===== config.mk =====
export PLATFORM = sky130hd
export DESIGN_NAME = bpi_ctrl
export DESIGN_NICKNAME = d
export VERILOG_FILES = /design/src/rtl/bpi_pkg.sv /design/src/rtl/bpi_ctrl.sv
export SDC_FILE = /design/constraint.sdc
export NUM_CORES = 1
export LEC_CHECK = 0
export BUFFER_PORTS_ARGS = -buffer_cell sky130_fd_sc_hd__buf_2
export CAP_MARGIN = 20
export CORE_AREA = 2 2 39 41
export DETAILED_ROUTE_END_ITERATION = 6
export DIE_AREA = 0 0 41 43
export MAX_ROUTING_LAYER = met4
export PLACE_DENSITY = 0.71
export SLEW_MARGIN = 30
export SYNTH_ARGS = -nofsm -noshare
export SYNTH_HDL_FRONTEND = slang
export SYNTH_SLANG_ARGS = --single-unit

===== constraint.sdc =====
create_clock -name i_clk -period 1.4 [get_ports i_clk]
set_input_delay 0.07 -clock i_clk [delete_from_list [all_inputs] [get_ports i_clk]]
set_output_delay 0.07 -clock i_clk [all_outputs]
set_load 0.1 [all_outputs]

===== src/rtl/bpi_pkg.sv =====
// Shared types and constants for the biomorph pixel iterator.
// Holds fixed-point widths, the payload structs and the controller/datapath command codes.
// No dependencies.
package bpi_pkg;

    // Frame geometry; both sizes must be powers of two
    localparam int FRAME_WIDTH  = 1024;
    localparam int FRAME_HEIGHT = 1024;
    localparam int FW_LOG2      = $clog2(FRAME_WIDTH);
    localparam int FH_LOG2      = $clog2(FRAME_HEIGHT);
    localparam int HALF_W       = FRAME_WIDTH / 2;
    localparam int HALF_H       = FRAME_HEIGHT / 2;

    // Field widths
    localparam int PIX_W     = 11;
    localparam int CNT_W     = 16;
    localparam int CFG_IDX_W = 2;

    // Q24.24 arithmetic
    localparam int Q_W     = 48;
    localparam int FRAC_W  = 24;
    localparam int ZOOM_W  = 47;
    localparam int ZLO_W   = 24;
    localparam int ZHI_W   = ZOOM_W - ZLO_W;
    localparam int OFF_W   = PIX_W + 2;
    localparam int MUL_W   = 33;
    localparam int PROD_W  = 2 * MUL_W;
    localparam int PSH_W   = PROD_W - FRAC_W;
    localparam int ACC_W   = OFF_W + ZOOM_W + 1;
    localparam int SMALL_W = MUL_W - 1;
    localparam int SQ_W    = 31;
    localparam int AB_W    = 32;

    localparam logic signed [Q_W-1:0] Q_MAX = {1'b0, {(Q_W-1){1'b1}}};
    localparam logic signed [Q_W-1:0] Q_MIN = {1'b1, {(Q_W-1){1'b0}}};
    localparam logic signed [Q_W-1:0] ONE_Q = Q_W'(1) << FRAC_W;
    // 70.0 squared-domain bailout: 70 << 48
    localparam logic [PROD_W-1:0] BAIL_SQ = PROD_W'(70) << (2 * FRAC_W);

    // Final escape thresholds: limit/5 via reciprocal, limit*20
    localparam int TRE_W  = 14;
    localparam int TIM_W  = 21;
    localparam int DIV5_W = 17;
    localparam int DIV5_SH = 18;
    localparam logic [DIV5_W-1:0] DIV5_MUL = 17'd52429;

    typedef enum logic [CFG_IDX_W-1:0] {
        CFG_ZOOM      = 2'd0,
        CFG_CENTER_RE = 2'd1,
        CFG_CENTER_IM = 2'd2,
        CFG_LIMIT     = 2'd3
    } t_cfg_idx;

    typedef struct packed {
        logic [PIX_W-1:0] pixel_x;
        logic [PIX_W-1:0] pixel_y;
    } t_in;

    typedef struct packed {
        logic [PIX_W-1:0] out_x;
        logic [PIX_W-1:0] out_y;
        logic [CNT_W-1:0] iteration_count;
        logic             is_colored;
    } t_out;

    typedef struct packed {
        logic [ZOOM_W-1:0]       zoom_scale;
        logic signed [Q_W-1:0]   center_re;
        logic signed [Q_W-1:0]   center_im;
        logic [CNT_W-1:0]        iteration_limit;
        logic [TRE_W-1:0]        thr_re;
        logic [TIM_W-1:0]        thr_im;
    } t_cfg;

    // Multiplier operand selection
    typedef enum logic [3:0] {
        M_XLO, M_XHI, M_YLO, M_YHI,
        M_AA, M_BB, M_AB,
        M_A2A2, M_A2B2, M_B2B2, M_ABD
    } t_mul;

    // Writeback selection for the registered product and the other datapath results
    typedef enum logic [3:0] {
        WB_NONE, WB_LOAD, WB_ACC_LO, WB_ACC_HI,
        WB_QX, WB_MAP_A, WB_QY, WB_MAP_B,
        WB_ASQ, WB_BSQ, WB_AB,
        WB_T0, WB_T1, WB_T2, WB_STEP, WB_OUT
    } t_wb;

    typedef struct packed {
        t_mul mul_sel;
        t_wb  wb_sel;
    } t_cmd;

    typedef struct packed {
        logic ina;
        logic inb;
        logic below_limit;
    } t_status;

endpackage


===== src/rtl/bpi_ctrl.sv =====
// Sequencer of the biomorph pixel iterator: maps the pixel, runs the z^4 + c loop,
// and owns both handshakes. Drives bpi_datapath through t_cmd. Uses bpi_pkg.
module bpi_ctrl import bpi_pkg::*; (
    input  logic    i_clk,
    input  logic    i_rst_n,
    input  logic    i_in_valid,
    output logic    o_in_stall,
    output logic    o_out_valid,
    input  logic    i_out_stall,
    input  t_status i_status,
    output t_cmd    o_cmd
);

    typedef enum logic [4:0] {
        S_IDLE,
        S_MX0, S_MX1, S_MX2, S_MX3, S_MX4, S_MX5, S_MX6,
        S_L0, S_L1, S_L2, S_L3, S_L4, S_L5, S_L6, S_L7,
        S_FIN
    } t_state;

    t_state r_state;
    t_state n_state;
    logic   r_out_valid;
    logic   n_out_valid;
    logic   out_free;

    assign out_free = !r_out_valid || !i_out_stall;

    always_comb begin
        n_state       = r_state;
        n_out_valid   = r_out_valid && i_out_stall;
        o_cmd.mul_sel = M_AA;
        o_cmd.wb_sel  = WB_NONE;
        unique case (r_state)
            S_IDLE: begin
                if (i_in_valid) begin
                    o_cmd.wb_sel = WB_LOAD;
                    n_state      = S_MX0;
                end
            end
            S_MX0: begin
                o_cmd.mul_sel = M_XLO;
                n_state       = S_MX1;
            end
            S_MX1: begin
                o_cmd.wb_sel  = WB_ACC_LO;
                o_cmd.mul_sel = M_XHI;
                n_state       = S_MX2;
            end
            S_MX2: begin
                o_cmd.wb_sel  = WB_ACC_HI;
                o_cmd.mul_sel = M_YLO;
                n_state       = S_MX3;
            end
            S_MX3: begin
                o_cmd.wb_sel  = WB_QX;
                o_cmd.mul_sel = M_YHI;
                n_state       = S_MX4;
            end
            S_MX4: begin
                o_cmd.wb_sel = WB_MAP_A;
                n_state      = S_MX5;
            end
            S_MX5: begin
                o_cmd.wb_sel = WB_QY;
                n_state      = S_MX6;
            end
            S_MX6: begin
                o_cmd.wb_sel = WB_MAP_B;
                n_state      = S_L0;
            end
            S_L0: begin
                o_cmd.mul_sel = M_AA;
                n_state       = S_L1;
            end
            S_L1: begin
                o_cmd.wb_sel  = WB_ASQ;
                o_cmd.mul_sel = M_BB;
                n_state       = S_L2;
            end
            S_L2: begin
                o_cmd.wb_sel  = WB_BSQ;
                o_cmd.mul_sel = M_AB;
                n_state       = S_L3;
            end
            S_L3: begin
                // bailout and limit test; start a^4 speculatively
                o_cmd.wb_sel  = WB_AB;
                o_cmd.mul_sel = M_A2A2;
                if (i_status.ina && i_status.inb && i_status.below_limit) begin
                    n_state = S_L4;
                end else begin
                    n_state = S_FIN;
                end
            end
            S_L4: begin
                o_cmd.wb_sel  = WB_T0;
                o_cmd.mul_sel = M_A2B2;
                n_state       = S_L5;
            end
            S_L5: begin
                o_cmd.wb_sel  = WB_T1;
                o_cmd.mul_sel = M_B2B2;
                n_state       = S_L6;
            end
            S_L6: begin
                o_cmd.wb_sel  = WB_T2;
                o_cmd.mul_sel = M_ABD;
                n_state       = S_L7;
            end
            S_L7: begin
                o_cmd.wb_sel = WB_STEP;
                n_state      = S_L0;
            end
            S_FIN: begin
                // hold until the output register is free
                if (out_free) begin
                    o_cmd.wb_sel = WB_OUT;
                    n_out_valid  = 1'b1;
                    n_state      = S_IDLE;
                end
            end
            default: n_state = S_IDLE;
        endcase
    end

    always_ff @(posedge i_clk) begin
        if (!i_rst_n) begin
            r_state     <= S_IDLE;
            r_out_valid <= 1'b0;
        end else begin
            r_state     <= n_state;
            r_out_valid <= n_out_valid;
        end
    end

    assign o_in_stall  = (r_state != S_IDLE);
    assign o_out_valid = r_out_valid;

    a_accept_starts_map: assert property (@(posedge i_clk) disable iff (!i_rst_n)
        (i_in_valid && !o_in_stall) |=> (r_state == S_MX0))
        else $error("accepted transaction did not start mapping");

    a_valid_from_fin: assert property (@(posedge i_clk) disable iff (!i_rst_n)
        $rose(o_out_valid) |-> $past(r_state == S_FIN))
        else $error("result valid rose outside the final state");

    a_loop_continues: assert property (@(posedge i_clk) disable iff (!i_rst_n)
        (r_state == S_L3 && i_status.ina && i_status.inb && i_status.below_limit)
        |=> (r_state == S_L4))
        else $error("loop left while still inside bailout and limit");

    a_no_overwrite: assert property (@(posedge i_clk) disable iff (!i_rst_n)
        (r_state == S_FIN && r_out_valid && i_out_stall) |=> (r_state == S_FIN))
        else $error("pending result overwritten");

endmodule


==> summary.txt <==
Worst setup path
  – CP max-delay cell: dfxtp_4
  – Worst path max stage delay: ~0.4 ns
  – CP required: between 1 and 1.5 ns
  – CP endpoint kind: output port
  – RR Startpoint: r_state[3]$_SDFFE_PN0P_
  – Cell Chain, Critical Path: nor4b_4, a21oi_2, o311ai_4, buf_12
  – Worst EP arrival: between 1 and 1.5 ns
  – CP Max Fanout: 9
  – Kind of critical path: flop to output port
  – R2R setup slack: ~0.21 ns
  – Crit start category: flop
  – R2R depth: 4
  – Crit Reg-Reg Endpoint: r_state[4]$_SDFFE_PN0P_

Finish
  – Area delta synth->final: 103%
  – Share of cells above drive strength 1: approximately two thirds
  – Final net count: between 100 and 150
  – Final Util: ~73%
  – Fillers: between 80 and 90
  – Fin area: between 1000 and 1500 sq um
  – Finished Layout Cells: 114
  – Number of inserted diodes: 0

Timing
  – FMAX: ~640 MHz
  – Final slew viol count: 0
  – Skew final: 0.00534 ns
  – Final worst slack: -0.164 ns
  – Post-layout min period: around 1.6 ns
  – Smallest hold slack: about 0.12 ns
  – Worst slew margin: between 60% and 70%
  – Unrepaired setup endpoints after global routing: yes
  – Period Utilization, post-route: 112%
  – Endpoints failing setup: 7
  – Final Hold Viols: 0
  – Least-Margin Pin Slew: ~0.48 ns

Logic synthesis
  – Synth Area in Adders: 0%
  – Post-synth EDFFs: 0
  – Cells after Synth: 64
  – Post-synth top cells: nor2_1 (7), dfxtp_1 (6), a21oi_1 (5), nand3_1 (5)
  – Count leader, synth: nor2_1
  – Post-Syn Area: roughly 500 sq um
  – Cell variety after synth: 33
  – Simple-gate share of the synthesized area: between 30% and 40%
  – Post-synth top flop: dfxtp_1
  – Mean Syn Cell Area: 7.78 sq um
  – Synth Area in XOR/XNOR: around 3.5%
  – Async SR Flop Fraction: 0%
  – Largest family of logic cells by synthesized area: simple AND/OR/NAND/NOR gates
  – Synth top area cells: dfxtp_1 (24%), nor2_1 (5.3%), a21oi_1 (5.0%)
  – Compound-gate portion of the synthesized area: 28.4%
  – Post-synthesis mux area share: 0%
  – Net count after synthesis: 71
  – Yosys warns: 0
  – Yosys reg bits: 6
  – Post-synthesis sequential area ratio: 24.1%
  – Top cell type by total area after synthesis: dfxtp_1
  – Top cell type's share of synthesized area: 24.1%

Hold path
  – Worst hold path startpoint: i_out_stall
  – Hold EP: r_state[4]$_SDFFE_PN0P_
  – Hold path depth: 3
  – Worst hold path class: input port to flop

GRT
  – Total global routing overflow: 0
  – Total track usage: between 20% and 30%
  – Initial antenna violation count: 0
  – First-pass GRT wire length: ~2800 um
  – Vias in the first global route: roughly 650
  – Largest net degree at the start of global routing: 11

Pwr
  – Static leakage: ~0.0004 uW
  – Max VDD drop: 693 uV
  – P_sw: 482 uW
  – Switch share: a little under half
  – Logic pwr share: roughly two thirds
  – Internal power: 556 uW
  – Clk network pwr share: between 10% and 20%
  – P per Cell Area: around 1000 nW/um^2
  – Flop pwr share: between 20% and 30%

CTS
  – CTS tree: yes
  – Root buf cell: clkbuf_4
  – H-tree depth: 1
  – Clock transition at path regs: 0.05 ns
  – CTS hold repair buffers: 0
  – Clk Latency, worst-skew pair: roughly 0.24 ns
  – CTS max path bufs: 2
  – Number of buffers created by CTS: 3
  – Clock Sinks: 6

Place
  – Placed cells: a little over 100
  – Pre-CTS setup slack: about 0.034 ns
  – Placed cell area: roughly 860 sq um
  – Port-buffer cells: 16
  – RePlAce Congestion: around 0.81
  – Dpl hpwl: between 1000 and 1500 um

Floorplan
  – Starting Density: about 36%
  – Core area: approximately 1400 sq um
  – # rows: 14
  – Die width: between 40 and 50 um
  – Die Area: ~1800 sq um
  – DIE HEIGHT: about 43 um
  – I/O pins: 17

Drt
  – Vias post-DR: between 600 and 700
  – Aggregate routed wire length: approximately 1600 um
  – DR WL/cell: approximately 14 um
  – DRC: 0
  – Initial DRC Count: 13
  – Routed Antenna Nets: 0
  – Drt first pass iters: 4
  – Via density: between 5 and 6

Status
  – Status: complete, but fails checks
  – Violated checks: negative setup slack

Flow run
  – Max Cap Viol: 0
-- logic make-up after synthesis --
kind of cell / Yosys count
compound gates: 19
xor+xnor: 2
buf+inv: 8
flops: 6
simple gates: 29
-- critical path: cells and delay by family (launching register included) --
kind	cells	cell delay, ns
AOI/OAI and AO/OA	2	0.32
buffers and inverters	1	0.21
DFF	1	0.39
and+or+nand+nor	1	0.32
-- power by group through the flow --
| stage | combinational [uW] | clock, uW | sequential, uW |
|---|---|---|---|
| 6_report | 671 | 157 | 210 |
| 5_1_grt | 699 | 180 | 212 |
| 4_1_cts | 658 | 161 | 206 |
| 3_5_place_dp | 612 | 0 | 216 |
| 3_3_place_gp | 605 | 0 | 214 |
| 2_1_floorplan | 431 | 0 | 196 |
-- worst max path at each step --
stage / start / end / slack, ns / cells after the start
after floorplan: r_state[1]$_SDFFE_PN0P_ / o_cmd[6] / -0.76 / 4
after global placement: r_state[2]$_SDFFE_PN0P_ / o_cmd[5] / 0.09 / 4
after detailed placement: r_state[2]$_SDFFE_PN0P_ / o_cmd[5] / 0.03 / 4
after CTS: r_state[1]$_SDFFE_PN0P_ / o_cmd[0] / -0.12 / 4
after global routing: r_state[3]$_SDFFE_PN0P_ / o_cmd[0] / -0.22 / 4
final: r_state[3]$_SDFFE_PN0P_ / o_cmd[0] / -0.16 / 4
-- metal layers --
layer | track usage, % | vias to the layer above | routed length [um]
met2 | 37.2 | 17 | 872
li1 | - | 303 | -
met3 | 4.19 | 2 | 55
met5 | - | - | 0
met1 | 27.1 | 281 | 636
met4 | 13.3 | 0 | 12
-- registers in the layout, indices dropped and copies added, names as in the netlist --
name / flops
r_state: 5
o_out_valid: 1
-- cell type report --
cell class	count	area (sq um)	share of cell area [%]
clock buffer	3	22.5	2.22
tap	16	20.0	1.98
inverter	2	7.51	0.742
multi-input combinational	50	440	43.5
timing repair buffer	37	384	37.9
sequential	6	138	13.6
-- through the flow --
step / setup TNS, ns / total power [uW]
2_1_floorplan: -2.35 / 627
3_3_place_gp: 0 / 819
3_5_place_dp: 0 / 828
4_1_cts: -0.619 / 1030
5_1_grt: -1.07 / 1090
6_report: -0.581 / 1040
-- cells in the final DEF (no fill, tap or decap), drive strengths merged --
cell / n
a221o: 1
xnor2: 1
and2: 1
a21oi: 5
dfxtp: 6
o211ai: 2
nor3: 3
inv: 2
nand3: 5
a21boi: 1
nand2: 4
or2: 1
buf: 37
o311ai: 2
xor2: 1
clkbuf: 3
o21ai: 4
nor2b: 1
nand2b: 3
nand4: 1
and3: 1
o2bb2ai: 1
a221oi: 1
nor2: 7
nor3b: 1
a211oi: 1
o31ai: 1
nor4b: 1
-- what timing repair did --
action | 4_1_cts | 5_1_grt
pin swaps | 2 | 2
setup buffers | 9 | 0
resized for setup | 12 | 6
setup endpoints to repair | 8 | 8
Power figures use the tool's default switching activity.
