### src/rtl/bpi_pkg.sv
// Shared types and constants for the biomorph pixel iterator.
// Holds fixed-point widths, the payload structs and the controller/datapath command codes.
// No dependencies.
package bpi_pkg;

    // Frame geometry; both sizes must be powers of two
    localparam int FRAME_WIDTH  = 1024;
    localparam int FRAME_HEIGHT = 1024;
    localparam int FW_LOG2      = $clog2(FRAME_WIDTH);
    localparam int FH_LOG2      = $clog2(FRAME_HEIGHT);
    localparam int HALF_W       = FRAME_WIDTH / 2;
    localparam int HALF_H       = FRAME_HEIGHT / 2;

    // Field widths
    localparam int PIX_W     = 11;
    localparam int CNT_W     = 16;
    localparam int CFG_IDX_W = 2;

    // Q24.24 arithmetic
    localparam int Q_W     = 48;
    localparam int FRAC_W  = 24;
    localparam int ZOOM_W  = 47;
    localparam int ZLO_W   = 24;
    localparam int ZHI_W   = ZOOM_W - ZLO_W;
    localparam int OFF_W   = PIX_W + 2;
    localparam int MUL_W   = 33;
    localparam int PROD_W  = 2 * MUL_W;
    localparam int PSH_W   = PROD_W - FRAC_W;
    localparam int ACC_W   = OFF_W + ZOOM_W + 1;
    localparam int SMALL_W = MUL_W - 1;
    localparam int SQ_W    = 31;
    localparam int AB_W    = 32;

    localparam logic signed [Q_W-1:0] Q_MAX = {1'b0, {(Q_W-1){1'b1}}};
    localparam logic signed [Q_W-1:0] Q_MIN = {1'b1, {(Q_W-1){1'b0}}};
    localparam logic signed [Q_W-1:0] ONE_Q = Q_W'(1) << FRAC_W;
    // 70.0 squared-domain bailout: 70 << 48
    localparam logic [PROD_W-1:0] BAIL_SQ = PROD_W'(70) << (2 * FRAC_W);

    // Final escape thresholds: limit/5 via reciprocal, limit*20
    localparam int TRE_W  = 14;
    localparam int TIM_W  = 21;
    localparam int DIV5_W = 17;
    localparam int DIV5_SH = 18;
    localparam logic [DIV5_W-1:0] DIV5_MUL = 17'd52429;

    typedef enum logic [CFG_IDX_W-1:0] {
        CFG_ZOOM      = 2'd0,
        CFG_CENTER_RE = 2'd1,
        CFG_CENTER_IM = 2'd2,
        CFG_LIMIT     = 2'd3
    } t_cfg_idx;

    typedef struct packed {
        logic [PIX_W-1:0] pixel_x;
        logic [PIX_W-1:0] pixel_y;
    } t_in;

    typedef struct packed {
        logic [PIX_W-1:0] out_x;
        logic [PIX_W-1:0] out_y;
        logic [CNT_W-1:0] iteration_count;
        logic             is_colored;
    } t_out;

    typedef struct packed {
        logic [ZOOM_W-1:0]       zoom_scale;
        logic signed [Q_W-1:0]   center_re;
        logic signed [Q_W-1:0]   center_im;
        logic [CNT_W-1:0]        iteration_limit;
        logic [TRE_W-1:0]        thr_re;
        logic [TIM_W-1:0]        thr_im;
    } t_cfg;

    // Multiplier operand selection
    typedef enum logic [3:0] {
        M_XLO, M_XHI, M_YLO, M_YHI,
        M_AA, M_BB, M_AB,
        M_A2A2, M_A2B2, M_B2B2, M_ABD
    } t_mul;

    // Writeback selection for the registered product and the other datapath results
    typedef enum logic [3:0] {
        WB_NONE, WB_LOAD, WB_ACC_LO, WB_ACC_HI,
        WB_QX, WB_MAP_A, WB_QY, WB_MAP_B,
        WB_ASQ, WB_BSQ, WB_AB,
        WB_T0, WB_T1, WB_T2, WB_STEP, WB_OUT
    } t_wb;

    typedef struct packed {
        t_mul mul_sel;
        t_wb  wb_sel;
    } t_cmd;

    typedef struct packed {
        logic ina;
        logic inb;
        logic below_limit;
    } t_status;

endpackage

### src/rtl/bpi_cfg_regs.sv
// Configuration registers of the biomorph pixel iterator.
// Also derives the final escape thresholds from the iteration limit. Uses bpi_pkg.
module bpi_cfg_regs import bpi_pkg::*; (
    input  logic                 i_clk,
    input  logic                 i_rst_n,
    input  logic                 i_cfg_wr_en,
    input  logic [CFG_IDX_W-1:0] i_cfg_index,
    input  logic [Q_W-1:0]       i_cfg_data,
    output t_cfg                 o_cfg
);

    logic [ZOOM_W-1:0]        r_zoom;
    logic signed [Q_W-1:0]    r_center_re;
    logic signed [Q_W-1:0]    r_center_im;
    logic [CNT_W-1:0]         r_limit;
    logic [TRE_W-1:0]         r_thr_re;
    logic [TIM_W-1:0]         r_thr_im;
    logic [CNT_W+DIV5_W-1:0]  div5_prod;

    always_ff @(posedge i_clk) begin
        if (!i_rst_n) begin
            r_zoom      <= ZOOM_W'(67108864);
            r_center_re <= '0;
            r_center_im <= '0;
            r_limit     <= CNT_W'(50);
        end else if (i_cfg_wr_en) begin
            unique case (t_cfg_idx'(i_cfg_index))
                CFG_ZOOM:      r_zoom      <= i_cfg_data[ZOOM_W-1:0];
                CFG_CENTER_RE: r_center_re <= $signed(i_cfg_data);
                CFG_CENTER_IM: r_center_im <= $signed(i_cfg_data);
                CFG_LIMIT:     r_limit     <= i_cfg_data[CNT_W-1:0];
                default: ;
            endcase
        end
    end

    // floor(limit / 5) exactly over the 16-bit range
    assign div5_prod = {{DIV5_W{1'b0}}, r_limit} * {{CNT_W{1'b0}}, DIV5_MUL};

    always_ff @(posedge i_clk) begin
        r_thr_re <= div5_prod[DIV5_SH +: TRE_W];
        r_thr_im <= TIM_W'({r_limit, 4'b0}) + TIM_W'({r_limit, 2'b0});
    end

    assign o_cfg.zoom_scale      = r_zoom;
    assign o_cfg.center_re       = r_center_re;
    assign o_cfg.center_im       = r_center_im;
    assign o_cfg.iteration_limit = r_limit;
    assign o_cfg.thr_re          = r_thr_re;
    assign o_cfg.thr_im          = r_thr_im;

endmodule

### config.mk
export PLATFORM = sky130hd
export DESIGN_NAME = bpi_cfg_regs
export DESIGN_NICKNAME = d
export VERILOG_FILES = /design/src/rtl/bpi_pkg.sv /design/src/rtl/bpi_cfg_regs.sv
export SDC_FILE = /design/constraint.sdc
export NUM_CORES = 1
export LEC_CHECK = 0
export ABC_CLOCK_PERIOD_IN_PS = 7760
export BUFFER_PORTS_ARGS = -buffer_cell sky130_fd_sc_hd__buf_2
export CORE_AREA = 2 2 149 151
export DETAILED_ROUTE_END_ITERATION = 8
export DIE_AREA = 0 0 151 153
export PLACE_DENSITY = 0.8
export SYNTH_ARGS = -nofsm -noshare
export SYNTH_HDL_FRONTEND = slang
export SYNTH_SLANG_ARGS = --single-unit
### constraint.sdc
create_clock -name i_clk -period 7.76 [get_ports i_clk]
set_input_delay 0.776 -clock i_clk [delete_from_list [all_inputs] [get_ports i_clk]]
set_output_delay 0.776 -clock i_clk [all_outputs]
set_load 0.05 [all_outputs]
==> results.toml, run 1 <==
[status]
status = "complete, no violations"

[layout]
final_nets = 1813
area_growth_pct = 17.11
finish.utilization_pct = 64.45
fillCellCount = 1803
final_layout_size_suffix_gt1_share_pct = 18.73

[placed_design]
gp_congestion = 0.9357
dpl.hpwl_um = 24280
port_buffers = 244
place_ws_ns = 1.968

[critical_path]
crit_path_max_incr_delay_ns = 0.56
crit_buf_inv = 4
startpoint_type = "flip-flop"
crit_chain = "inv_1 > ha_1 > inv_1 > ha_1 > fa_1 > fa_1 > fa_1 > inv_1 > fa_1 > inv_1 > ha_1 > and4_1 > nand2_1 > o311a_1 > o211a_1 > or3b_4 > a21boi_2 > nor2_1 > xnor2_1"
reg2reg_depth = 19
cp.depth = 19
slowest_stage = "fa_1"
critPathMaxFanout = 10
endpoint_kind = "flip-flop"
critPathTopFamily = "adder cells"
arrival_ns = 6.16
crit_required_ns = 8.10
critical_path_class = "flip-flop to flip-flop"

[grt]
grt-ovfl-total = 0
antenna_found_initial = 2
grt_use_total_pct = 28.23
grt_pass1_vias = 9795
grt_pass1_wl_um = 51300
grt_max_degree = 129

[die]
start_util_pct = 55.04
num_rows = 54
core_um2 = 21490
dieArea_um2 = 23100
die_w_um = 151
num_io_pins = 247
die_h_um = 153

[logic_synthesis]
synth_edf_count = 0
ys_seq_elements = 192
async_flop_share_pct = 0
syn_inst = 1324
synth_area_um2 = 11830
synth_top_area_cell = "dfxtp_1"
ys_types = 52
synth.top_cell.area_share_pct = 32.50
yosys_warnings = 0
synth_area_leaders = "dfxtp_1, ha_1, fa_1, nand2_1, a21boi_0"
synthFlopType = "dfxtp_1"
syn_avg_cell_area_um2 = 8.931
seq_area_frac_synth_pct = 32.50

[sta]
finalSetupTns_ns = 0
fin_crit_ns = 5.819
fmax_mhz = 171.9
setup_ws_ns = 1.941
final_hold_viol_count = 0
maxSlewHeadroom_pct = 22.17
fin_skew_ns = 0.009848
worst_pin_slew_ns = 1.168
setup-violations-final = 0
rsz0062_at_grt = "no"
slew_viol_final = 0
timing.final.crit_share_pct = 74.98

[hold_path]
hold-path-cell-count = 2
hold_path.class = "flip-flop to flip-flop"

[detailed_routing]
wl_per_cell_um = 17.39
drt-total-wl_um = 31850
drc = 0
vias = 9706
dr.pass1.iters = 5
ant_nets = 0
vias_per_cell = 5.301
first_iter_violations = 462

[power]
ir_drop_mv = 0.1705
power_density_nw_per_um2 = 222.8
p_leak_nw = 6.986
power_mw = 3.086

[clock_tree]
postCtsSetupBuffers = 0
cts_resized = 0
path_clk_slew_ns = 0.08
cts_root_buffer = "clkbuf_16"
clockBufferDepth = 2
clk_latency_ns = 0.44
cts.sinks = 192
cts_max_level = 4
cts_hold_buf = 0
numCtsBuffers = 17
cts_tree = "done"

[job]
maxCapViolations = 0
per-layer routing:
metal / wire length [µm] / track usage, %
met1: 13380 / 35.58
met2: 15730 / 47.73
met3: 1894 / 6.418
met4: 842 / 9.257
met5: 0 / 0
sequential cells by signal (all words and copies together), names as in the netlist:
signal	cells
r_limit	16
r_thr_re	14
r_center_re	48
r_zoom	47
r_thr_im	19
r_center_im	48
worst min-delay path, cell delays in order (launching register included):
cell      delay (ns)
dfxtp_1         0.31
nand2_1         0.04
a21boi_0        0.06
cell families (layout without fill, tap and decap cells):
family / after synthesis / after routing / synth area share, %
xor+xnor: 34 / 34 / 2.518
flops: 192 / 192 / 32.50
fa+ha+maj: 225 / 225 / 28.89
other cells: 1 / 5 / 0.03171
compound gates: 248 / 248 / 15.09
buf+inv: 227 / 450 / 7.333
simple gates: 397 / 397 / 13.64
placed cells by master, fill, tap and decap left out, drive strengths merged, types with 16 or more instances in the layout:
cell type	instances
buf	248
a21oi	25
inv	179
dfxtp	192
clkbuf	17
nand2	335
ha	145
o21ai	16
xnor2	17
a21o	17
fa	80
xor2	17
a21boi	157
synthesized netlist by cell type (2+ instances only):
library cell and n:
o211ai_1 3, o2111ai_1 2, nor2b_1 8, o21ai_0 16
and4_1 2, clkbuf_1 49, ha_1 145, nand2b_1 2
a2111oi_0 2, a211oi_1 3, a31oi_1 3, fa_1 80
a21o_1 17, nor3_1 3, nor3b_1 2, buf_4 4
nand3_1 11, a21oi_1 25, o21a_1 8, nand4_1 3
dfxtp_1 192, xnor2_1 17, buf_1 4, or2_2 2
xor2_1 17, inv_1 170, o31ai_1 2, nor2_1 15
a21boi_0 156, nand2_1 335, and2_1 2, and3_1 4
worst paths after layout:
path | from | slack (ns) | to
setup reg to reg | r_limit[14] | 1.94 | r_thr_re[9]
hold / removal | r_center_im[27] | 0.46 | r_center_im[27]
hold reg to reg | r_center_im[27] | 0.46 | r_center_im[27]
setup / recovery | r_limit[14] | 1.94 | r_thr_re[9]
final cells by class:
class	count	area [µm²]	area share, %
diodes	3	7.507	0.05421
repair buffers	248	1254	9.053
multi-input cells	906	7132	51.50
clock buffers	17	425.4	3.072
flip-flops and latches	192	3844	27.76
clock inverters	15	197.7	1.428
inverters	170	638.1	4.608
well taps	280	350.3	2.530
per-stage QoR:
step,hold WS (ns),area (µm²),std cells
3_5_place_dp,0.4554,13220,1796
6_report,0.4638,13850,1831
5_1_grt,0.4910,13850,1830
4_1_cts,0.4671,13840,1828
3_3_place_gp,0.4482,13220,1796
2_1_floorplan,0.4454,11830,1325
report_power, final:
part | switching, mW | internal (mW)
combinational | 0.714 | 0.370
sequential | 0.0278 | 1.04
clock | 0.484 | 0.448
Note: power is estimated with default switching activity, not from simulation.
==> run 2, diff against run 1 <==
- ABC_CLOCK_PERIOD_IN_PS: 7760 -> 6000
- clock period: 7.76 -> 6 ns (I/O delays scaled with it)
==> run 2 against run 1 <==
- via count about the same
- clock-buffer cell count is 1 higher
- non-clock buffer count up 15
- cell count grew 0.71%
- power grew 29%
- sequential cell count did not move
- design area increased by 0.68%
- critical path type unchanged
- critical endpoint unchanged
==> results.toml, run 2 (synthesis results as in run 1) <==
[detailed_routing]
wl_per_cell_um = 17.37
ant_nets = 0
vias_per_cell = 5.260
drc = 0
dr.pass1.iters = 5
first_iter_violations = 441
drt-total-wl_um = 32030
vias = 9700

[grt]
grt_pass1_vias = 9829
grt_max_degree = 135
grt_use_total_pct = 28.29
grt-ovfl-total = 0
grt_pass1_wl_um = 51230
antenna_found_initial = 0

[sta]
fin_skew_ns = 0.005793
finalSetupTns_ns = 0
slew_viol_final = 0
final_hold_viol_count = 0
fmax_mhz = 178.5
setup-violations-final = 0
maxSlewHeadroom_pct = 27.74
rsz0062_at_grt = "no"
timing.final.crit_share_pct = 93.37
worst_pin_slew_ns = 1.084
fin_crit_ns = 5.602

[hold_path]
hold_path.class = "primary input to flip-flop"

[clock_tree]
cts_resized = 0
cts_root_buffer = "clkbuf_16"
cts_hold_buf = 0
numCtsBuffers = 17
path_clk_slew_ns = 0.09
postCtsSetupBuffers = 0
cts_tree = "done"
clk_latency_ns = 0.43
clockBufferDepth = 2
cts.sinks = 192
cts_max_level = 4

[power]
p_int_mw = 2.413
pwr-share-clk_pct = 29.9
power_mw = 3.978
comb_power_share_pct = 35.5
power_switching_mw = 1.564
seq_power_share_pct = 34.6
ir_drop_mv = 0.2011
swShare_pct = 39.32
power_density_nw_per_um2 = 285.3
p_leak_nw = 7.057

[critical_path]
crit_required_ns = 6.33
arrival_ns = 5.93
slowest_stage = "fa_1"
crit_path_frequent_cell = "fa_1"
crit_path_max_incr_delay_ns = 0.55
critical_path_class = "flip-flop to flip-flop"
critPathTopFamily = "adder cells"
crit_chain = "ha_1 > inv_1 > fa_1 > inv_1 > fa_1 > fa_1 > fa_1 > inv_1 > fa_1 > inv_1 > ha_1 > and4_1 > nand2_1 > o311a_1 > o211a_1 > or3b_4 > a21boi_2 > nor2_1 > xnor2_1"
critPathMaxFanout = 7
startpoint_type = "flip-flop"
endpoint_kind = "flip-flop"
crit_buf_inv = 4

[die]
core_um2 = 21490
start_util_pct = 55.04
num_io_pins = 247
die_w_um = 151
num_rows = 54
dieArea_um2 = 23100
die_h_um = 153

[job]
maxCapViolations = 0

[placed_design]
gp_congestion = 0.9195
dpl.hpwl_um = 24810
port_buffers = 244
dpl.cell_count = 1811

[layout]
final_common_cell = "nand2_1"
area_growth_pct = 17.90
final_layout_size_suffix_gt1_share_pct = 19.51
final_cell_mix = "nand2_1, buf_2, dfxtp_1"
final_nets = 1828
largestRegisters = "r_center_im x48, r_center_re x48, r_zoom x47"
stdcell_count = 1844

[status]
status = "complete, no violations"
==> run 2: per-layer routing <==
metal / global-route usage (%) / share of wire, % / vias up
met5: 0 / 0 / -
met1: 34.65 / 41 / 4652
met4: 8.767 / 2.7 / 0
met2: 49.03 / 49 / 296
li1: - / - / 4695
met3: 6.716 / 6.7 / 57
==> run 2: final cells by class <==
cell class	count	area, µm²
Antenna cell	1	2.502
Fill cell	1844	7543
Clock inverter	14	170.2
Timing Repair Buffer	263	1366
Tap cell	280	350.3
Clock buffer	18	439.2
Sequential cell	192	3844
Multi-Input combinational cell	906	7132
Inverter	170	638.1
==> run 2: power by group through the flow <==
stage	logic, mW	clock network, mW	registers [mW]
6_report	1.41	1.19	1.38
2_1_floorplan	0.805	0	1.66
3_5_place_dp	1.41	0	1.41
5_1_grt	1.58	1.25	1.39
4_1_cts	1.42	1.20	1.38
3_3_place_gp	1.39	0	1.41
==> run 2: worst paths after layout <==
| path | cells after the start | end | slack (ns) | start |
|---|---|---|---|---|
| worst max-delay path | 19 | r_thr_re[9] | 0.40 | r_limit[1] |
| worst min-delay path | 3 | r_zoom[31] | 0.42 | i_cfg_data[31] |
| worst max register to register | 19 | r_thr_re[9] | 0.40 | r_limit[1] |
| worst min register to register | 2 | r_zoom[31] | 0.46 | r_zoom[31] |
==> run 2: stage by stage <==
stage / setup slack (ns) / area (µm²) / hold WS [ns] / util (%)
after CTS: 0.3941 / 13940 / 0.4147 / 64.88
after global routing: 0.1225 / 13940 / 0.4293 / 64.88
after global placement: 0.4604 / 13330 / 0.4487 / 62.04
final: 0.3978 / 13940 / 0.4233 / 64.89
after detailed placement: 0.3933 / 13330 / 0.4538 / 62.04
after floorplan: 0.2688 / 11830 / 0.4454 / -
==> run 2: worst register-to-register path, stage by stage (launching register included) <==
cell	delay, ns
dfxtp_1	0.46
ha_1	0.24
inv_1	0.07
fa_1	0.50
inv_1	0.05
fa_1	0.50
fa_1	0.52
fa_1	0.55
inv_1	0.05
fa_1	0.53
inv_1	0.05
ha_1	0.39
and4_1	0.26
nand2_1	0.10
o311a_1	0.32
o211a_1	0.17
or3b_4	0.41
a21boi_2	0.16
nor2_1	0.06
xnor2_1	0.11
