`src/rtl/bpi_pkg.sv`:
```
// Shared types and constants for the biomorph pixel iterator.
// Holds fixed-point widths, the payload structs and the controller/datapath command codes.
// No dependencies.
package bpi_pkg;

    // Frame geometry; both sizes must be powers of two
    localparam int FRAME_WIDTH  = 1024;
    localparam int FRAME_HEIGHT = 1024;
    localparam int FW_LOG2      = $clog2(FRAME_WIDTH);
    localparam int FH_LOG2      = $clog2(FRAME_HEIGHT);
    localparam int HALF_W       = FRAME_WIDTH / 2;
    localparam int HALF_H       = FRAME_HEIGHT / 2;

    // Field widths
    localparam int PIX_W     = 11;
    localparam int CNT_W     = 16;
    localparam int CFG_IDX_W = 2;

    // Q24.24 arithmetic
    localparam int Q_W     = 48;
    localparam int FRAC_W  = 24;
    localparam int ZOOM_W  = 47;
    localparam int ZLO_W   = 24;
    localparam int ZHI_W   = ZOOM_W - ZLO_W;
    localparam int OFF_W   = PIX_W + 2;
    localparam int MUL_W   = 33;
    localparam int PROD_W  = 2 * MUL_W;
    localparam int PSH_W   = PROD_W - FRAC_W;
    localparam int ACC_W   = OFF_W + ZOOM_W + 1;
    localparam int SMALL_W = MUL_W - 1;
    localparam int SQ_W    = 31;
    localparam int AB_W    = 32;

    localparam logic signed [Q_W-1:0] Q_MAX = {1'b0, {(Q_W-1){1'b1}}};
    localparam logic signed [Q_W-1:0] Q_MIN = {1'b1, {(Q_W-1){1'b0}}};
    localparam logic signed [Q_W-1:0] ONE_Q = Q_W'(1) << FRAC_W;
    // 70.0 squared-domain bailout: 70 << 48
    localparam logic [PROD_W-1:0] BAIL_SQ = PROD_W'(70) << (2 * FRAC_W);

    // Final escape thresholds: limit/5 via reciprocal, limit*20
    localparam int TRE_W  = 14;
    localparam int TIM_W  = 21;
    localparam int DIV5_W = 17;
    localparam int DIV5_SH = 18;
    localparam logic [DIV5_W-1:0] DIV5_MUL = 17'd52429;

    typedef enum logic [CFG_IDX_W-1:0] {
        CFG_ZOOM      = 2'd0,
        CFG_CENTER_RE = 2'd1,
        CFG_CENTER_IM = 2'd2,
        CFG_LIMIT     = 2'd3
    } t_cfg_idx;

    typedef struct packed {
        logic [PIX_W-1:0] pixel_x;
        logic [PIX_W-1:0] pixel_y;
    } t_in;

    typedef struct packed {
        logic [PIX_W-1:0] out_x;
        logic [PIX_W-1:0] out_y;
        logic [CNT_W-1:0] iteration_count;
        logic             is_colored;
    } t_out;

    typedef struct packed {
        logic [ZOOM_W-1:0]       zoom_scale;
        logic signed [Q_W-1:0]   center_re;
        logic signed [Q_W-1:0]   center_im;
        logic [CNT_W-1:0]        iteration_limit;
        logic [TRE_W-1:0]        thr_re;
        logic [TIM_W-1:0]        thr_im;
    } t_cfg;

    // Multiplier operand selection
    typedef enum logic [3:0] {
        M_XLO, M_XHI, M_YLO, M_YHI,
        M_AA, M_BB, M_AB,
        M_A2A2, M_A2B2, M_B2B2, M_ABD
    } t_mul;

    // Writeback selection for the registered product and the other datapath results
    typedef enum logic [3:0] {
        WB_NONE, WB_LOAD, WB_ACC_LO, WB_ACC_HI,
        WB_QX, WB_MAP_A, WB_QY, WB_MAP_B,
        WB_ASQ, WB_BSQ, WB_AB,
        WB_T0, WB_T1, WB_T2, WB_STEP, WB_OUT
    } t_wb;

    typedef struct packed {
        t_mul mul_sel;
        t_wb  wb_sel;
    } t_cmd;

    typedef struct packed {
        logic ina;
        logic inb;
        logic below_limit;
    } t_status;

endpackage

```
`src/rtl/bpi_datapath.sv`:
```
// Datapath of the biomorph pixel iterator: one shared 33x33 multiplier and Q24.24 registers.
// Steered cycle by cycle by the command from bpi_ctrl. Uses bpi_pkg.
module bpi_datapath import bpi_pkg::*; (
    input  logic    i_clk,
    input  t_cmd    i_cmd,
    input  t_cfg    i_cfg,
    input  t_in     i_in,
    output t_status o_status,
    output t_out    o_out
);

    logic [PIX_W-1:0]          r_px;
    logic [PIX_W-1:0]          r_py;
    logic signed [PROD_W-1:0]  r_prod;
    logic signed [ACC_W-1:0]   r_acc;
    logic signed [ACC_W-1:0]   r_q;
    logic signed [Q_W-1:0]     r_a;
    logic signed [Q_W-1:0]     r_b;
    logic [SQ_W-1:0]           r_a2;
    logic [SQ_W-1:0]           r_b2;
    logic signed [AB_W-1:0]    r_ab;
    logic signed [AB_W-1:0]    r_diff;
    logic signed [Q_W-1:0]     r_t;
    logic [CNT_W-1:0]          r_count;
    logic                      r_ina;
    logic                      r_inb;
    t_out                      r_out;

    logic signed [OFF_W-1:0]   off_x;
    logic signed [OFF_W-1:0]   off_y;
    logic [Q_W-1:0]            abs_a;
    logic [Q_W-1:0]            abs_b;
    logic                      small_a;
    logic                      small_b;
    logic signed [MUL_W-1:0]   op_x;
    logic signed [MUL_W-1:0]   op_y;
    logic signed [PSH_W-1:0]   prod_sh;
    logic signed [Q_W-1:0]     prod_q;
    logic signed [ACC_W-1:0]   acc_hi;
    logic signed [ACC_W-1:0]   acc_bx;
    logic signed [ACC_W-1:0]   acc_by;
    logic [Q_W-1:0]            thr_re_q;
    logic [Q_W-1:0]            thr_im_q;

    // Add the center offset and clamp to the Q24.24 range
    function automatic logic signed [Q_W-1:0] sat_q(input logic signed [ACC_W-1:0] q,
                                                    input logic signed [Q_W-1:0]   c);
        logic signed [ACC_W:0]  s;
        logic [ACC_W-Q_W+1:0]   hi;
        s  = $signed({q[ACC_W-1], q}) + $signed({{(ACC_W+1-Q_W){c[Q_W-1]}}, c});
        hi = s[ACC_W:Q_W-1];
        if (hi == '0 || hi == '1) begin
            sat_q = s[Q_W-1:0];
        end else if (s[ACC_W]) begin
            sat_q = Q_MIN;
        end else begin
            sat_q = Q_MAX;
        end
    endfunction

    assign off_x = $signed({{(OFF_W-PIX_W){1'b0}}, r_px}) - $signed(OFF_W'(HALF_W));
    assign off_y = $signed({{(OFF_W-PIX_W){1'b0}}, r_py}) - $signed(OFF_W'(HALF_H));

    assign abs_a   = r_a[Q_W-1] ? $unsigned(-r_a) : $unsigned(r_a);
    assign abs_b   = r_b[Q_W-1] ? $unsigned(-r_b) : $unsigned(r_b);
    assign small_a = (abs_a[Q_W-1:SMALL_W] == '0);
    assign small_b = (abs_b[Q_W-1:SMALL_W] == '0);

    always_comb begin
        op_x = '0;
        op_y = '0;
        case (i_cmd.mul_sel)
            M_XLO: begin
                op_x = {{(MUL_W-OFF_W){off_x[OFF_W-1]}}, off_x};
                op_y = {{(MUL_W-ZLO_W){1'b0}}, i_cfg.zoom_scale[ZLO_W-1:0]};
            end
            M_XHI: begin
                op_x = {{(MUL_W-OFF_W){off_x[OFF_W-1]}}, off_x};
                op_y = {{(MUL_W-ZHI_W){1'b0}}, i_cfg.zoom_scale[ZOOM_W-1:ZLO_W]};
            end
            M_YLO: begin
                op_x = {{(MUL_W-OFF_W){off_y[OFF_W-1]}}, off_y};
                op_y = {{(MUL_W-ZLO_W){1'b0}}, i_cfg.zoom_scale[ZLO_W-1:0]};
            end
            M_YHI: begin
                op_x = {{(MUL_W-OFF_W){off_y[OFF_W-1]}}, off_y};
                op_y = {{(MUL_W-ZHI_W){1'b0}}, i_cfg.zoom_scale[ZOOM_W-1:ZLO_W]};
            end
            M_AA: begin
                op_x = {1'b0, abs_a[SMALL_W-1:0]};
                op_y = {1'b0, abs_a[SMALL_W-1:0]};
            end
            M_BB: begin
                op_x = {1'b0, abs_b[SMALL_W-1:0]};
                op_y = {1'b0, abs_b[SMALL_W-1:0]};
            end
            M_AB: begin
                op_x = r_a[MUL_W-1:0];
                op_y = r_b[MUL_W-1:0];
            end
            M_A2A2: begin
                op_x = {{(MUL_W-SQ_W){1'b0}}, r_a2};
                op_y = {{(MUL_W-SQ_W){1'b0}}, r_a2};
            end
            M_A2B2: begin
                op_x = {{(MUL_W-SQ_W){1'b0}}, r_a2};
                op_y = {{(MUL_W-SQ_W){1'b0}}, r_b2};
            end
            M_B2B2: begin
                op_x = {{(MUL_W-SQ_W){1'b0}}, r_b2};
                op_y = {{(MUL_W-SQ_W){1'b0}}, r_b2};
            end
            M_ABD: begin
                op_x = {r_ab[AB_W-1], r_ab};
                op_y = {r_diff[AB_W-1], r_diff};
            end
            default: ;
        endcase
    end

    // Arithmetic shift of the signed product gives floor rounding
    assign prod_sh = r_prod[PROD_W-1:FRAC_W];
    assign prod_q  = Q_W'(prod_sh);
    assign acc_hi  = {r_prod[ACC_W-FRAC_W-1:0], {FRAC_W{1'b0}}};

    // Bias negative sums so the shift truncates toward zero
    assign acc_bx = r_acc + (r_acc[ACC_W-1] ? ACC_W'((1 << FW_LOG2) - 1) : ACC_W'(0));
    assign acc_by = r_acc + (r_acc[ACC_W-1] ? ACC_W'((1 << FH_LOG2) - 1) : ACC_W'(0));

    assign thr_re_q = {{(Q_W-TRE_W-FRAC_W){1'b0}}, i_cfg.thr_re, {FRAC_W{1'b0}}};
    assign thr_im_q = {{(Q_W-TIM_W-FRAC_W){1'b0}}, i_cfg.thr_im, {FRAC_W{1'b0}}};

    always_ff @(posedge i_clk) begin
        r_prod <= PROD_W'(op_x) * PROD_W'(op_y);
        case (i_cmd.wb_sel)
            WB_LOAD: begin
                r_px    <= i_in.pixel_x;
                r_py    <= i_in.pixel_y;
                r_count <= '0;
            end
            WB_ACC_LO: r_acc <= r_prod[ACC_W-1:0];
            WB_ACC_HI: r_acc <= r_acc + acc_hi;
            WB_QX: begin
                r_q   <= acc_bx >>> FW_LOG2;
                r_acc <= r_prod[ACC_W-1:0];
            end
            WB_MAP_A: begin
                r_a   <= sat_q(r_q, i_cfg.center_re);
                r_acc <= r_acc + acc_hi;
            end
            WB_QY:    r_q <= acc_by >>> FH_LOG2;
            WB_MAP_B: r_b <= sat_q(r_q, i_cfg.center_im);
            WB_ASQ: begin
                r_ina <= small_a && ($unsigned(r_prod) < BAIL_SQ);
                r_a2  <= r_prod[FRAC_W +: SQ_W];
            end
            WB_BSQ: begin
                r_inb <= small_b && ($unsigned(r_prod) < BAIL_SQ);
                r_b2  <= r_prod[FRAC_W +: SQ_W];
            end
            WB_AB: begin
                r_ab   <= r_prod[FRAC_W +: AB_W];
                r_diff <= $signed({1'b0, r_a2}) - $signed({1'b0, r_b2});
            end
            WB_T0: r_t <= prod_q + ONE_Q;
            WB_T1: r_t <= r_t - ((prod_q <<< 2) + (prod_q <<< 1));
            WB_T2: r_t <= r_t + prod_q;
            WB_STEP: begin
                r_a     <= r_t;
                r_b     <= (prod_q <<< 2) + ONE_Q;
                r_count <= r_count + 1'b1;
            end
            WB_OUT: begin
                r_out.out_x           <= r_px;
                r_out.out_y           <= r_py;
                r_out.iteration_count <= r_count;
                r_out.is_colored      <= (abs_a > thr_re_q) || (abs_b > thr_im_q);
            end
            default: ;
        endcase
    end

    assign o_status.ina         = r_ina;
    assign o_status.inb         = r_inb;
    assign o_status.below_limit = (r_count < i_cfg.iteration_limit);
    assign o_out                = r_out;

endmodule

```
`config.mk`:
```
export PLATFORM = sky130hd
export DESIGN_NAME = bpi_datapath
export DESIGN_NICKNAME = d
export VERILOG_FILES = /design/src/rtl/bpi_pkg.sv /design/src/rtl/bpi_datapath.sv
export SDC_FILE = /design/constraint.sdc
export NUM_CORES = 2
export LEC_CHECK = 0
export CORE_MARGIN = 1
export CORE_UTILIZATION = 45
export CTS_CLUSTER_SIZE = 25
export DETAILED_ROUTE_END_ITERATION = 10
export DONT_BUFFER_PORTS = 1
export PLACE_DENSITY_LB_ADDON = 0.2
export SLEW_MARGIN = 20
export SYNTH_ARGS = -nofsm -noshare
export SYNTH_HDL_FRONTEND = slang
export SYNTH_SLANG_ARGS = --single-unit
```
`constraint.sdc`:
```
create_clock -name i_clk -period 12.85 [get_ports i_clk]
set_clock_uncertainty 0.05 [all_clocks]
set_input_delay 3.2125 -clock i_clk [delete_from_list [all_inputs] [get_ports i_clk]]
set_output_delay 3.2125 -clock i_clk [all_outputs]
set_load 0.01 [all_outputs]
```
==> impl_results.md <==
- Final nets: 10,400
- Initial DRC count: 6,879
- Hold Path Sink: o_out[28]$_DFFE_PN_
- Post-synth cell types: 93
- Remaining routing DRC violations: 0
- Sequential area share after synthesis: 0.195
- Design area: 0.0845 mm2
- Vias in the first global route: 64,100
- Synth top area cells: fa_1 31%, edfxtp_1 18%, ha_1 9.3%, inv_1 6.7%, nand2_1 4.2%
- Worst hold stages: 0
- Layout filler cell count: 16,200
- Main flop type after synthesis: edfxtp_1
- Worst slew pin tran: 1.11 ns
- Clock Tree Buf Depth: 3
- Worst setup EP type: flop
- Worst skew pair latency: 0.67 ns
- DIE AREA: 0.175 mm2
- Setup-violating endpoint count in the final report: 0
- Slew headroom: 0.248
- Tightest Hold Check Type: flop to flop
- CP delay by family, top: adder cells
- Number of synthesized flops with an enable pin: 461
- Post-route insts no fill: 10,800
- Vias per inst: 5.92
- Cell mode on critical path: fa_1
- Period Utilization, post-route: 0.959
- Fmax: 0.0812 GHz
- Initial Utilization: 0.454
- Area Overhead vs Synth: 8.48%
- GR Util All Layers: 0.345
- Hold Crit Start: r_px[0]$_DFFE_PP_
- Ys Warns: 0
- Total gr overflow: 0
- Cell taking the most area after synthesis: fa_1
- CTS Root Cell: clkbuf_16
- Reg2reg start: r_a[10]$_DFFE_PP_
- Routed wire per std cell: 27.8 um
- Crit path time final: 12.32 ns
- CTS resizes: 0
- Setup TNS: 0 ns
- Maximum VDD drop: 0.432 mV
- Boundary pin count: 267
- Synthesized Nets: 10,400
- Total placed cells including tap cells: 10,600
- CP max FO: 28
- Placed cell areas: 0.0826 mm2
- Setup WS pre-CTS: 0.0275 ns
- Share of cells above drive strength 1: 0.0626
- Worst reg2reg setup slack: 1.32 ns
- Outcome: finished clean
- CP arrival: 12.87 ns
- CP max stage delay: 0.65 ns
- CTS H-tree depth: 2
- Power Density: 309 mW/mm2
- Die width: 418 um
- TritonCTS Buffers: 57
- Register bit total from synthesis: 527
- Number of port buffers: 0
- Critical path class: input port to flop
- Slew Limit Fails: 0
- Final hold vios: 0
- First-pass detailed-route iteration total: 10
- Area share of the largest cell type after synthesis: 0.306
- Setup WS post-layout: 0.527 ns
- RSZ-0062 raised after global routing: false
- First-pass GRT wire length: 441 mm
- Startpoint types: input port
- FFs w/ async S/R, synth: 0
- Slowest cell on crit path: fa_1
- Syn avg cell area: 9.32 um2
- Synthesized area: 0.0779 mm2
- Antenna violations before repair: 39
- Num Clock Sinks: 527
- Area of the multi-input gates: 0.0565 mm2
- FF/Latch Area: 0.0152 mm2
- Largest net degree at the start of global routing: 97
- Total power: 26.1 mW
- Core box area: 0.172 mm2
- Via Count: 63,800
- DPL Wire Length: 250 mm
- TritonCTS clock tree: done
- Max Cap Viol: 0
- Worst reg-to-reg path cell count: 34
- DRT Wirelength: 300 mm
- Die Ht: 418 um
- R2R Path End: r_prod[59]$_DFF_P_
- Clock Pin Slew Worst Setup and Hold Paths: 0.07 ns
- Mapped Cells: 8,361
- Leakage power: 38.8 nW
- CP Data Required Time: 13.39 ns
- Cell row count: 152
- GP Congestion: 1.00
- Post-route ant nets: 0
- Post-CTS Setup Repair Bufs: 0
- Hold-fix buffers, CTS: 0
- WP buf/inv: 6
where the power goes:
part	internal, mW	total (mW)	switching (mW)
combinational	8.79	21.5	12.7
sequential	2.41	2.84	0.435
clock	0.947	1.73	0.781
total	12.1	26.1	13.9
how the worst max path moves through the flow:
stage                     startpoint            endpoint  slack, ns  cells after the start
after floorplan             i_cmd[5]  r_prod[65]$_DFF_P_       0.15                     33
after global placement      i_cmd[7]  r_prod[59]$_DFF_P_      -0.02                     31
after detailed placement    i_cmd[7]  r_prod[59]$_DFF_P_       0.03                     31
after CTS                   i_cmd[7]  r_prod[59]$_DFF_P_       0.66                     31
after global routing        i_cmd[7]  r_prod[59]$_DFF_P_       0.05                     31
final                       i_cmd[7]  r_prod[59]$_DFF_P_       0.53                     33
registers in the layout (all words and copies together) (netlist names):
signal   cells
r_prod      66
r_acc       61
r_q         51
r_a         48
r_b         48
r_t         48
o_out       39
r_ab        32
r_diff      32
r_a2        31
r_b2        31
r_count     16
r_px        11
r_py        11
r_ina        1
r_inb        1
placed cells by master (no fill, tap or decap), drive strengths merged, types with 63 or more instances in the layout:
master | netlist | routed
edfxtp | 461 | 461
xor2 | 185 | 185
buf | 23 | 318
a21o | 194 | 194
o21ai | 304 | 304
nand3 | 113 | 113
nor3 | 87 | 87
xnor2 | 303 | 303
ha | 578 | 578
and2 | 81 | 81
inv | 1395 | 1398
fa | 1191 | 1191
nand2 | 863 | 863
a221o | 67 | 67
a21oi | 311 | 311
dfxtp | 66 | 66
nor2 | 799 | 799
nand2b | 63 | 63
layout make-up:
cell class	count	area share
multi-input cells	6091	0.669
flip-flops and latches	527	0.179
inverters	1396	0.0620
well taps	2310	0.0342
repair buffers	318	0.0328
clock buffers	61	0.0173
clock inverters	45	0.00490
diodes	20	0.000592
kinds of logic after synthesis:
logic type | Yosys count | synth area share
compound gates | 1525 | 0.135
xor+xnor | 488 | 0.0549
fa+ha+maj | 1769 | 0.399
buf+inv | 1743 | 0.0843
flops | 527 | 0.195
mux | 13 | 0.00173
simple gates | 2296 | 0.130
metrics by stage:
stage / utilization / hold slack [ns]
2_1_floorplan: - / 0.370
3_3_place_gp: 0.481 / 0.376
3_5_place_dp: 0.481 / 0.388
4_1_cts: 0.492 / 0.398
5_1_grt: 0.492 / 0.406
6_report: 0.492 / 0.397
synth_stat cells, types with 54 or more instances:
| master | number |
|---|---|
| a31oi_1 | 56 |
| dfxtp_1 | 66 |
| o21ai_0 | 301 |
| inv_1 | 1395 |
| ha_1 | 578 |
| fa_1 | 1191 |
| a21oi_1 | 311 |
| nor3_1 | 86 |
| a21o_1 | 194 |
| xnor2_1 | 303 |
| a222oi_1 | 56 |
| nand2b_1 | 62 |
| nand2_1 | 863 |
| edfxtp_1 | 461 |
| xor2_1 | 185 |
| nor2_1 | 798 |
| clkbuf_1 | 324 |
| nand3_1 | 112 |
| a211oi_1 | 54 |
| and2_1 | 79 |
| a221o_1 | 67 |
metal layers:
metal  wire (um)  GRT usage  up-vias
li1            -          -    27700
met1      120000      0.459    32300
met2      136000      0.539     3039
met3       27300     0.0696      632
met4       16900      0.167       26
met5         169          0        -
(Power assumes the default switching activity.)
